File: src/design/assert_macros.svh
// Assertion macros shared by the tape segment position map RTL.
// No dependencies; included by files that carry concurrent checks.
`ifndef ASSERT_MACROS_SVH
`define ASSERT_MACROS_SVH

// Same-cycle implication, checked out of reset.
`define ASSERT_IMPLIES(label, clk, rst_n, ante, cons) \
    label: assert property (@(posedge clk) disable iff (!rst_n) (ante) |-> (cons)) \
        else $error("same-cycle implication violated");

// Next-cycle implication, checked out of reset.
`define ASSERT_NEXT(label, clk, rst_n, ante, cons) \
    label: assert property (@(posedge clk) disable iff (!rst_n) (ante) |=> (cons)) \
        else $error("next-cycle implication violated");

`endif

File: src/design/tsp_pkg.sv
// Shared types and constants for the tape segment position map.
// No dependencies; imported by tsp_seg_size and the top level.
package tsp_pkg;

    localparam int DEF_MAX_SEGMENTS  = 4096;
    localparam int DEF_SEGMENT_BYTES = 32768;
    localparam int DEF_SECTOR_BYTES  = 1024;

    localparam int SEG_IN_W = 12;
    localparam int SEG_W    = 13;
    localparam int OFF_W    = 15;
    localparam int POS_W    = 28;
    localparam int MASK_W   = 32;
    localparam int CFG_W    = 12;
    localparam int KIND_W   = 2;

    localparam int IN_TDATA_W  = 72;
    localparam int OUT_TDATA_W = 56;

    // Cursor walks no longer than this are taken from where the cursor stands.
    localparam int NEAR_LIMIT = 10;

    localparam logic REG_FIRST_SEG = 1'b0;
    localparam logic REG_LAST_SEG  = 1'b1;

    typedef enum logic [KIND_W-1:0] {
        KIND_LOAD     = 2'd0,
        KIND_POS2SEG  = 2'd1,
        KIND_SEG2POS  = 2'd2,
        KIND_CAPACITY = 2'd3
    } kind_t;

endpackage

File: src/design/tsp_seg_size.sv
// Usable-size calculation for one segment from its bad-sector mask.
// Depends on tsp_pkg; popcount is registered, the size follows combinationally.
module tsp_seg_size #(
    parameter int SEGMENT_BYTES = tsp_pkg::DEF_SEGMENT_BYTES,
    parameter int SECTOR_BYTES  = tsp_pkg::DEF_SECTOR_BYTES
) (
    input  logic                                 clk,
    input  logic [tsp_pkg::MASK_W-1:0]           mask,
    output logic [$clog2(SEGMENT_BYTES+1)-1:0]   size
);
    import tsp_pkg::*;

    localparam int SIZE_W = $clog2(SEGMENT_BYTES + 1);
    localparam int CNT_W  = $clog2(MASK_W + 1);

    logic [CNT_W-1:0] cnt_reg;
    logic [CNT_W-1:0] cnt_next;
    logic [31:0]      bad_bytes;
    logic [31:0]      good_bytes;

    assign cnt_next = CNT_W'($countones(mask));

    always_ff @(posedge clk)
    begin
        cnt_reg <= cnt_next;
    end

    // Floor at zero when bad sectors cover the whole segment.
    assign bad_bytes  = 32'(cnt_reg) * 32'(SECTOR_BYTES);
    assign good_bytes = 32'(SEGMENT_BYTES) - bad_bytes;
    assign size = (bad_bytes >= 32'(SEGMENT_BYTES)) ? '0 : good_bytes[SIZE_W-1:0];

endmodule
File: config.mk
export PLATFORM = sky130hd
export DESIGN_NAME = tsp_seg_size
export DESIGN_NICKNAME = d
export VERILOG_FILES = /design/src/design/assert_macros.svh /design/src/design/tsp_pkg.sv /design/src/design/tsp_seg_size.sv
export SDC_FILE = /design/constraint.sdc
export NUM_CORES = 1
export LEC_CHECK = 0
export BUFFER_PORTS_ARGS = -buffer_cell sky130_fd_sc_hd__buf_2
export CAP_MARGIN = 20
export CORE_UTILIZATION = 40
export CTS_BUF_LIST = sky130_fd_sc_hd__clkbuf_8
export CTS_CLUSTER_SIZE = 10
export DETAILED_ROUTE_END_ITERATION = 12
export HOLD_SLACK_MARGIN = 0.08
export PLACE_DENSITY = 0.69
export SLEW_MARGIN = 0
export SYNTH_ARGS = -nofsm -noshare
export SYNTH_HDL_FRONTEND = slang
export SYNTH_SLANG_ARGS = --single-unit
export TNS_END_PERCENT = 20
File: constraint.sdc
create_clock -name clk -period 9.28 [get_ports clk]
set_input_delay 0.928 -clock clk [delete_from_list [all_inputs] [get_ports clk]]
set_output_delay 0.928 -clock clk [all_outputs]
set_load 0.02 [all_outputs]
# Word-level counts from Yosys, hierarchy flattened
# Cells that the tools add are included.
[totals]
reg_bits = 6
inputBits = 33
output_inout_bits = 16
word_cells = 35
[classes]
addsub = 32
n_lt_le_gt_ge = 1
n_mux = 1
[ops]
columns = ["op", "n"]
rows = [
  ["$add 1x1->2", 16],
  ["$add 2x2->3", 8],
  ["$add 3x3->4", 4],
  ["$ge 16x16->1 const B", 1],
  ["$mux 16", 1],
  ["$sub 16x16->16 const A", 1],
  ["$add 4x4->5", 2],
  ["$add 5x5->6", 1],
]

# Longest topological paths before layout
# Gate-level depths: netlist (run 1).
[depth]
word_depth = 5
ltp_mapped = 14
depth_no_buf = 14

# Worst setup path before layout (run 1)
# No wires, ideal clock.
[synth_path]
path_kind = "in2reg"
start = "in mask[0] (netlist name)"
end = "reg cnt_reg[4]"
setup_ps = 72
arrival_time_ps = 4939
required_time_ps = 9208
path_slack_ps = 4269
path_stages = 13
n_path_buf = 0
cell_sequence = "inv_1 > fa_1 > fa_1 > fa_1 > fa_1 > fa_1 > fa_1 > inv_1 > ha_1 > fa_1 > a21o_1 > a21oi_2 > xnor2_1"
[synth_via]
elab_chain_len = 5
[synth_lines]
columns = ["item", "line_no", "text"]
rows = [
  ["from (decl)", "tsp_seg_size.sv:8", "input logic [tsp_pkg::MASK_W-1:0] mask,"],
  ["$add 1x1->2 (not written as such)", "tsp_seg_size.sv:21", "assign cnt_next = CNT_W'($countones(mask));"],
  ["$add 2x2->3 (not written as such)", "tsp_seg_size.sv:21", ""],
  ["$add 3x3->4 (not written as such)", "tsp_seg_size.sv:21", ""],
  ["$add 4x4->5 (not written as such)", "tsp_seg_size.sv:21", ""],
  ["$add 5x5->6 (not written as such)", "tsp_seg_size.sv:21", ""],
  ["named net cnt_next[4]", "tsp_seg_size.sv:17", "logic [CNT_W-1:0] cnt_next;"],
  ["to (signal assigned)", "tsp_seg_size.sv:25", "cnt_reg <= cnt_next;"],
  ["to (decl)", "tsp_seg_size.sv:16", "logic [CNT_W-1:0] cnt_reg;"],
]
# The timed path passes the listed nets, and every way through them passes these cells.

# Final worst setup path (run 1)
[layout_path]
start = "in mask[5] (netlist name)"
end = "reg cnt_reg[4]"
# Same word-level chain as after synthesis.

==> impl_metrics.json, run 1 <==
{
  "dieArea_um2": 3005,
  "cp_common_cell": "fa_1",
  "clock.fmax_mhz": 199.1,
  "seqPwrFrac_pct": 11.3,
  "area_growth_pct": 20.40,
  "clockPowerShare_pct": 7.3,
  "async_flop_share_pct": 0,
  "synth_warnings": 0,
  "drv_slew": 0,
  "hold_violations": 0,
  "power_frac_comb_pct": 81.4,
  "h-tree-depth": 1,
  "numCtsBuffers": 3,
  "drive_gt1_share_pct": 29.11,
  "viasPerCell": 4.170,
  "drc": 0,
  "cp.arrival_ps": 5170,
  "synth-edff-count": 0,
  "fin_cells": 188,
  "synth_seq_area_share_pct": 10.76,
  "clockRootBuffer": "clkbuf_8",
  "netlist_instances": 118,
  "nets": 225,
  "post-cts-setup-buffer-count": 0,
  "yosysUniqueCellTypes": 17,
  "start_kind": "input port",
  "core_area_um2": 2567,
  "leakage_nw": 0.8157,
  "n_antenna_cell": 0,
  "dpl_cell_area_um2": 1303,
  "rows": 18,
  "tritoncts": "built",
  "clk_pin_slew_ps": 40,
  "synth_common_cells": "48 x inv_1, 24 x fa_1, 10 x buf_4, 8 x ha_1, 6 x dfxtp_1",
  "gp_congestion": 0.7222,
  "grt_pass1_wl_um": 2559,
  "whs_ps": 941.3,
  "hold_buffers": 0,
  "grt_overflow": 0,
  "post-synth-top-count-cell": "inv_1",
  "cp.required_ps": 9430,
  "largest_reg_flops": 6,
  "period_minus_slack_ps": 5022,
  "fin_area_um2": 1344,
  "routed-via-count": 784,
  "rsz0062_at_grt": "false",
  "timing.setup.tns_ps": 0,
  "die_x_um": 54.82,
  "end_kind": "register",
  "post_synth.cell_area_avg_um2": 9.458,
  "avgRoutedWirePerCell_um": 8.936,
  "dp.cells": 185,
  "p_int_mw": 0.2741,
  "power_switching_mw": 0.2591,
  "power_density_nw_per_um2": 396.8,
  "outcome": "finished, final reports clean",
  "grt_usage_pct": 12.35,
  "postRouteAntennaNets": 0,
  "cts_resized": 0,
  "period_share_pct": 54.12,
  "antenna_found_initial": 0,
  "min_path_type": "input port to register",
  "synth.area.top_cells": "fa_1 43%, inv_1 16%, dfxtp_1 11%",
  "critical_path.slowest_cell": "fa_1",
  "drt_iter0_drc": 4,
  "post-dp-hpwl_um": 1628,
  "drt-total-wl_um": 1680,
  "io_pins": 49,
  "first_pass_iters": 4,
  "clock_path_buffers": 2,
  "port_buffers": 38,
  "ir_drop_mv": 0.3025,
  "clkSinkCount": 6,
  "ys.flop_type": "dfxtp_1",
  "switching_share_pct": 48.59,
  "die_h_um": 54.82,
  "synth-seq-cells": 6,
  "crit_type": "input port to register",
  "path_buf_inv": 3,
  "setup_viol": 0,
  "max-cap-violations": 0,
  "start_util_pct": 43.47,
  "max_stage_delay_ps": 560,
  "synth_area_leader_cell": "fa_1",
  "syn-cell-area_um2": 1116,
  "cp_top_family": "adder cells",
  "synth_top_area_share_pct": 43.05,
  "crit_fanout": 2,
  "first_global_vias": 749,
  "grt_max_degree": 7,
  "crit_chain": "buf_2 > inv_1 > fa_1 > fa_1 > fa_1 > fa_1 > fa_1 > fa_1 > inv_1 > ha_1 > fa_1 > a21o_1 > a21oi_2 > xnor2_1"
}
[cell usage in the layout, fill, tap and decap left out]
| cell type | count |
|---|---|
| nand2_1 | 2 |
| a21o_1 | 2 |
| nor3_2 | 1 |
| nor2_1 | 4 |
| clkbuf_8 | 3 |
| o21ai_0 | 1 |
| xnor2_1 | 2 |
| nor2b_1 | 1 |
| a21oi_2 | 2 |
| xor2_1 | 4 |
| buf_2 | 38 |
| nor3b_2 | 1 |
| dfxtp_1 | 6 |
| inv_1 | 48 |
| fa_1 | 24 |
| conb_1 | 10 |
| ha_1 | 8 |
| nor4b_2 | 1 |
[cell families after synthesis]
logic type               share of synthesized area [%]
AO/OA/AOI/OAI                                    3.363
buffers and inverters                            22.87
flip-flops                                       10.76
adder cells (fa/ha/maj)                          52.02
XOR/XNOR                                         4.708
other                                           0.3360
AND/OR/NAND/NOR                                  5.941
[final timing paths]
path | startpoint | end | cells after the start
max | mask[5] | cnt_reg[4] | 14
min | mask[2] | cnt_reg[0] | 2
[power groups by stage]
stage	combinational (mW)	clock [mW]	sequential, mW
floorplan	0.358	0	0.0584
detailed placement	0.446	0	0.0611
finish	0.434	0.0389	0.0604
global route	0.507	0.0414	0.0627
CTS	0.446	0.0403	0.0607
global placement	0.422	0	0.0603
[per-layer routing]
metal | vias to the layer above | part of all wire (%) | global-route usage (%)
met5 | - | 0 | 0
met4 | 0 | 2.5 | 8.974
met3 | 4 | 4.5 | 1.667
met2 | 29 | 61 | 25.70
met1 | 369 | 32 | 9.932
li1 | 382 | - | -
[per-stage QoR]
step / setup WS (ps) / power, mW / util [%]
2_1_floorplan: 4269 / 0.4161 / -
3_3_place_gp: 4104 / 0.4826 / 50.73
3_5_place_dp: 3985 / 0.5067 / 50.73
4_1_cts: 4225 / 0.5474 / 52.34
5_1_grt: 4074 / 0.6109 / 52.34
6_report: 4258 / 0.5332 / 52.34
[cell type report]
cell class	count	area [µm²]
Tap cell	30	37.54
Sequential cell	6	120.1
Timing Repair Buffer	38	190.2
Inverter	48	180.2
Clock buffer	3	41.29
Fill cell	252	1224
Multi-Input combinational cell	63	774.5
Note: power is estimated with default switching activity, not from simulation.
==> run 2: changes to the inputs <==
- clock period: 9.28 -> 5.2 ns (I/O delays scaled with it)
==> run 2 against run 1 <==
  * Core utilization did not move
  * First-iteration DRC count grew 25%
  * Via count unchanged
  * Combinational power rose by 80%
  * Worst hold slack got worse by 410 ps
  * Cell count did not move
  * Cell area stayed put
  * Setup slack worse by 3700 ps
  * Critical path type unchanged
  * Non-clock buffer count is the same
  * Power grew 80%
  * Clock power up 78%
  * Largest cell class unchanged
  * Flip-flop and latch count unchanged
==> impl_metrics.json, run 2 (synthesis gave the netlist of run 1 again) <==
{
  "postRouteAntennaNets": 0,
  "die_x_um": 54.82,
  "rows": 18,
  "routed-via-count": 784,
  "hold_violations": 0,
  "drt_iter0_drc": 5,
  "crit_fanout": 2,
  "hold_buffers": 0,
  "power_frac_comb_pct": 81.6,
  "viasPerCell": 4.170,
  "period_share_pct": 88.72,
  "port_buffers": 38,
  "switching_share_pct": 48.77,
  "min_from": "mask[2]",
  "grt_max_degree": 7,
  "min_path_type": "input port to register",
  "gp_congestion": 0.7222,
  "period_minus_slack_ps": 4613,
  "post-dp-hpwl_um": 1633,
  "clk_pin_slew_ps": 40,
  "hold_depth": 2,
  "drv_slew": 0,
  "nets": 225,
  "grt_pass1_wl_um": 2615,
  "crit_type": "input port to register",
  "p_int_mw": 0.4913,
  "tritoncts": "built",
  "whs_ps": 528.8,
  "cp.required_ps": 5350,
  "end_kind": "register",
  "first_pass_iters": 3,
  "fillers": 260,
  "cp.arrival_ps": 4760,
  "area_growth_pct": 20.40,
  "layout_commonest_cell": "inv_1",
  "io_pins": 49,
  "setup_viol": 0,
  "leakage_nw": 0.8157,
  "drt-total-wl_um": 1684,
  "power_density_nw_per_um2": 713.6,
  "timing.setup.tns_ps": 0,
  "h-tree-depth": 1,
  "grt_overflow": 0,
  "antenna_found_initial": 0,
  "cts_resized": 0,
  "largest_reg_flops": 6,
  "start_kind": "input port",
  "clockRootBuffer": "clkbuf_8",
  "whs_endpoint": "cnt_reg[0]",
  "drc": 0,
  "numCtsBuffers": 3,
  "seqPwrFrac_pct": 11.2,
  "power_switching_mw": 0.4677,
  "rsz0062_at_grt": "false",
  "post-cts-setup-buffer-count": 0,
  "layout_common_cells": "48 x inv_1, 38 x buf_2, 24 x fa_1",
  "n_antenna_cell": 0,
  "clock.fmax_mhz": 216.8,
  "clock_path_buffers": 2,
  "start_util_pct": 43.47,
  "clockPowerShare_pct": 7.2,
  "core_area_um2": 2567,
  "grt_usage_pct": 12.88,
  "avgRoutedWirePerCell_um": 8.957,
  "drive_gt1_share_pct": 29.11,
  "dieArea_um2": 3005,
  "first_global_vias": 759,
  "clkSinkCount": 6,
  "max-cap-violations": 0,
  "ir_drop_mv": 0.4731,
  "die_h_um": 54.82,
  "outcome": "finished, final reports clean"
}
## run 2: worst max-delay path by stage
stage	from	to	slack [ps]	cells past startpoint
after floorplan	mask[0]	cnt_reg[4]	600	13
after global placement	mask[0]	cnt_reg[4]	430	14
after detailed placement	mask[0]	cnt_reg[4]	320	14
after CTS	mask[0]	cnt_reg[4]	550	14
after global routing	mask[0]	cnt_reg[4]	440	14
final	mask[0]	cnt_reg[4]	590	14
## run 2: area by class of cell
class | count | area, µm² | share of cell area [%]
Clock buffer | 3 | 41.29 | 3.073
Inverter | 48 | 180.2 | 13.41
Multi-Input combinational cell | 63 | 774.5 | 57.63
Sequential cell | 6 | 120.1 | 8.939
Tap cell | 30 | 37.54 | 2.793
Timing Repair Buffer | 38 | 190.2 | 14.15
## run 2: power groups by stage
stage | sequential (mW) | combinational [mW] | clock [mW]
3_5_place_dp | 0.108 | 0.799 | 0
3_3_place_gp | 0.108 | 0.753 | 0
4_1_cts | 0.108 | 0.801 | 0.0736
2_1_floorplan | 0.104 | 0.638 | 0
5_1_grt | 0.111 | 0.898 | 0.0781
6_report | 0.107 | 0.783 | 0.0692
## run 2: critical path, stage by stage
cell and delay (ps):
buf_2 80, inv_1 40, fa_1 550, fa_1 450, fa_1 500, fa_1 540, fa_1 440, fa_1 500
inv_1 40, ha_1 200, fa_1 410, a21o_1 210, a21oi_2 150, xnor2_1 120
## run 2: per-stage QoR
step | total power, mW | worst slack (ps) | instance area [µm²] | utilization (%) | instances
2_1_floorplan | 0.7425 | 596.8 | 1150 | - | 127
3_3_place_gp | 0.8612 | 432.4 | 1303 | 50.73 | 185
3_5_place_dp | 0.9073 | 317.0 | 1303 | 50.73 | 185
4_1_cts | 0.9829 | 549.0 | 1344 | 52.34 | 188
5_1_grt | 1.087 | 439.6 | 1344 | 52.34 | 188
6_report | 0.9590 | 586.5 | 1344 | 52.34 | 188
## run 2: layer usage
metal	up-vias	routed length [µm]	track usage, %
met5	-	0	0
met4	0	19	10.26
met3	2	65	2.500
met2	27	1051	25.70
met1	372	548	10.46
li1	383	-	-
==> run 3: changes to the inputs <==
--- a/config.mk
+++ b/config.mk
@@ -7,5 +7,5 @@
 export LEC_CHECK = 0
 export BUFFER_PORTS_ARGS = -buffer_cell sky130_fd_sc_hd__buf_2
-export CAP_MARGIN = 20
+export CAP_MARGIN = 40
 export CORE_UTILIZATION = 40
 export CTS_BUF_LIST = sky130_fd_sc_hd__clkbuf_8
@@ -18,3 +18,2 @@
 export SYNTH_HDL_FRONTEND = slang
 export SYNTH_SLANG_ARGS = --single-unit
-export TNS_END_PERCENT = 20
==> constraint.sdc (replaced) <==
create_clock -name clk -period 5.2 [get_ports clk]
set_input_delay 1.3 -clock clk [delete_from_list [all_inputs] [get_ports clk]]
set_output_delay 1.3 -clock clk [all_outputs]
set_load 0.02 [all_outputs]
==> run 3 against run 2 <==
  * The run now ends with setup timing left
  * Fmax fell by 12%
  * Wire length shrank 2.1%
  * Cell count grew 1.1%
  * Critical path type unchanged
==> impl_metrics.json, run 3 (synthesis gave the netlist of run 1 again) <==
{
  "drc": 0,
  "viasPerCell": 4.100,
  "crit_fanout": 2,
  "grt_usage_pct": 12.26,
  "drv_slew": 0,
  "port_buffers": 38,
  "largest_reg_flops": 6,
  "end_kind": "register",
  "nets": 227,
  "failed_checks": "setup timing",
  "power_density_nw_per_um2": 756.7,
  "outcome": "finished, violations left",
  "cp.required_ps": 5350,
  "leakage_nw": 0.8204,
  "numCtsBuffers": 3,
  "crit_end": "cnt_reg[4]",
  "min_path_type": "input port to register",
  "switching_share_pct": 46.57,
  "setup_viol": 1,
  "grt_pass1_wl_um": 2573,
  "clk_pin_slew_ps": 30,
  "die_x_um": 54.82,
  "post-dp-hpwl_um": 1562,
  "cp.arrival_ps": 5380,
  "core_area_um2": 2567,
  "ir_drop_mv": 0.7580,
  "clockRootBuffer": "clkbuf_8",
  "clock.fmax_mhz": 191.3,
  "setup_slack_ps": -27.94,
  "postRouteAntennaNets": 0,
  "crit_type": "input port to register",
  "tritoncts": "built",
  "power_switching_mw": 0.4903,
  "layout_commonest_cell": "inv_1",
  "fin_cells": 190,
  "p_int_mw": 0.5625,
  "gp_congestion": 0.7092,
  "period_minus_slack_ps": 5228,
  "hold_buffers": 0,
  "drt-total-wl_um": 1649,
  "n_antenna_cell": 0,
  "start_util_pct": 43.47,
  "dp.cells": 187,
  "max-cap-violations": 0,
  "start_kind": "input port",
  "clkSinkCount": 6,
  "io_pins": 49,
  "cp-startpoint": "mask[9]",
  "dieArea_um2": 3005,
  "grt_max_degree": 7,
  "h-tree-depth": 1,
  "avgRoutedWirePerCell_um": 8.679,
  "seqPwrFrac_pct": 10.2,
  "clockPowerShare_pct": 6.4,
  "hold_violations": 0,
  "place_ws_ps": -279.4,
  "period_share_pct": 100.5,
  "clock_path_buffers": 2,
  "routed-via-count": 779,
  "first_global_vias": 745,
  "area_growth_pct": 24.66,
  "die_h_um": 54.82,
  "rows": 18,
  "grt_overflow": 0,
  "post-cts-setup-buffer-count": 0,
  "drive_gt1_share_pct": 36.25,
  "antenna_found_initial": 0,
  "first_pass_iters": 4,
  "power_frac_comb_pct": 83.4,
  "drt_iter0_drc": 5,
  "layout_common_cells": "42 x inv_1, 36 x buf_2, 21 x fa_1",
  "rsz0062_at_grt": "true"
}
run 3: changes by cell type in the layout (fill, tap and decap cells not counted), moves of 2 or more:
cell and change:
buf_6 +2, fa_1 -3, buf_4 +2, inv_1 -6, inv_2 +6, buf_2 -2
fa_2 +3
run 3: layer usage:
layer	up-vias	track usage (%)	wire length [µm]
li1	388	-	-
met1	362	12.39	579
met2	29	23.09	985
met3	0	3.333	84
met4	0	5.128	0
met5	-	0	0
run 3: area by class of cell:
type	instances	area (µm²)
fillers	240	1176
flip-flops and latches	6	120.1
multi-input cells	63	794.5
repair buffers	40	217.7
clock buffers	3	41.29
inverters	48	180.2
well taps	30	37.54
run 3: worst min path at each step:
stage,from,to,slack (ps),depth (start not counted)
finish,mask[2],cnt_reg[0],1330,2
global placement,mask[2],cnt_reg[0],1560,2
CTS,mask[2],cnt_reg[0],1330,2
detailed placement,mask[2],cnt_reg[0],1560,2
floorplan,mask[2],cnt_reg[0],1460,1
global route,mask[2],cnt_reg[0],1330,2
run 3: critical path, cell delays in order:
cell	delay, ps
buf_2	80
inv_1	40
fa_1	570
fa_2	450
fa_2	550
fa_1	430
fa_1	460
fa_1	520
inv_2	50
ha_4	160
fa_2	360
a21o_1	170
a21oi_2	130
xnor2_1	120
run 3: power groups by stage:
| stage | Sequential [mW] | Combinational, mW | Clock, mW |
|---|---|---|---|
| floorplan | 0.104 | 0.643 | 0 |
| global placement | 0.108 | 0.825 | 0 |
| detailed placement | 0.108 | 0.865 | 0 |
| CTS | 0.108 | 0.868 | 0.0704 |
| global route | 0.110 | 1.02 | 0.0724 |
| finish | 0.107 | 0.879 | 0.0671 |
run 3: repair_timing:
item	in CTS	in global routing
gates resized for setup	1	11
endpoints found under the setup margin	2	4
pin swaps	6	11
run 3: through the flow:
step	setup TNS, ps	util [%]	power, mW	hold WS, ps	cell area (µm²)
floorplan	-75.35	-	0.7476	1458	1155
global placement	-696.9	51.51	0.9325	1559	1323
CTS	-44.48	53.12	1.046	1331	1364
finish	-27.94	54.19	1.053	1330	1391
global route	-187.6	54.19	1.202	1334	1391
detailed placement	-924.4	51.51	0.9733	1564	1323
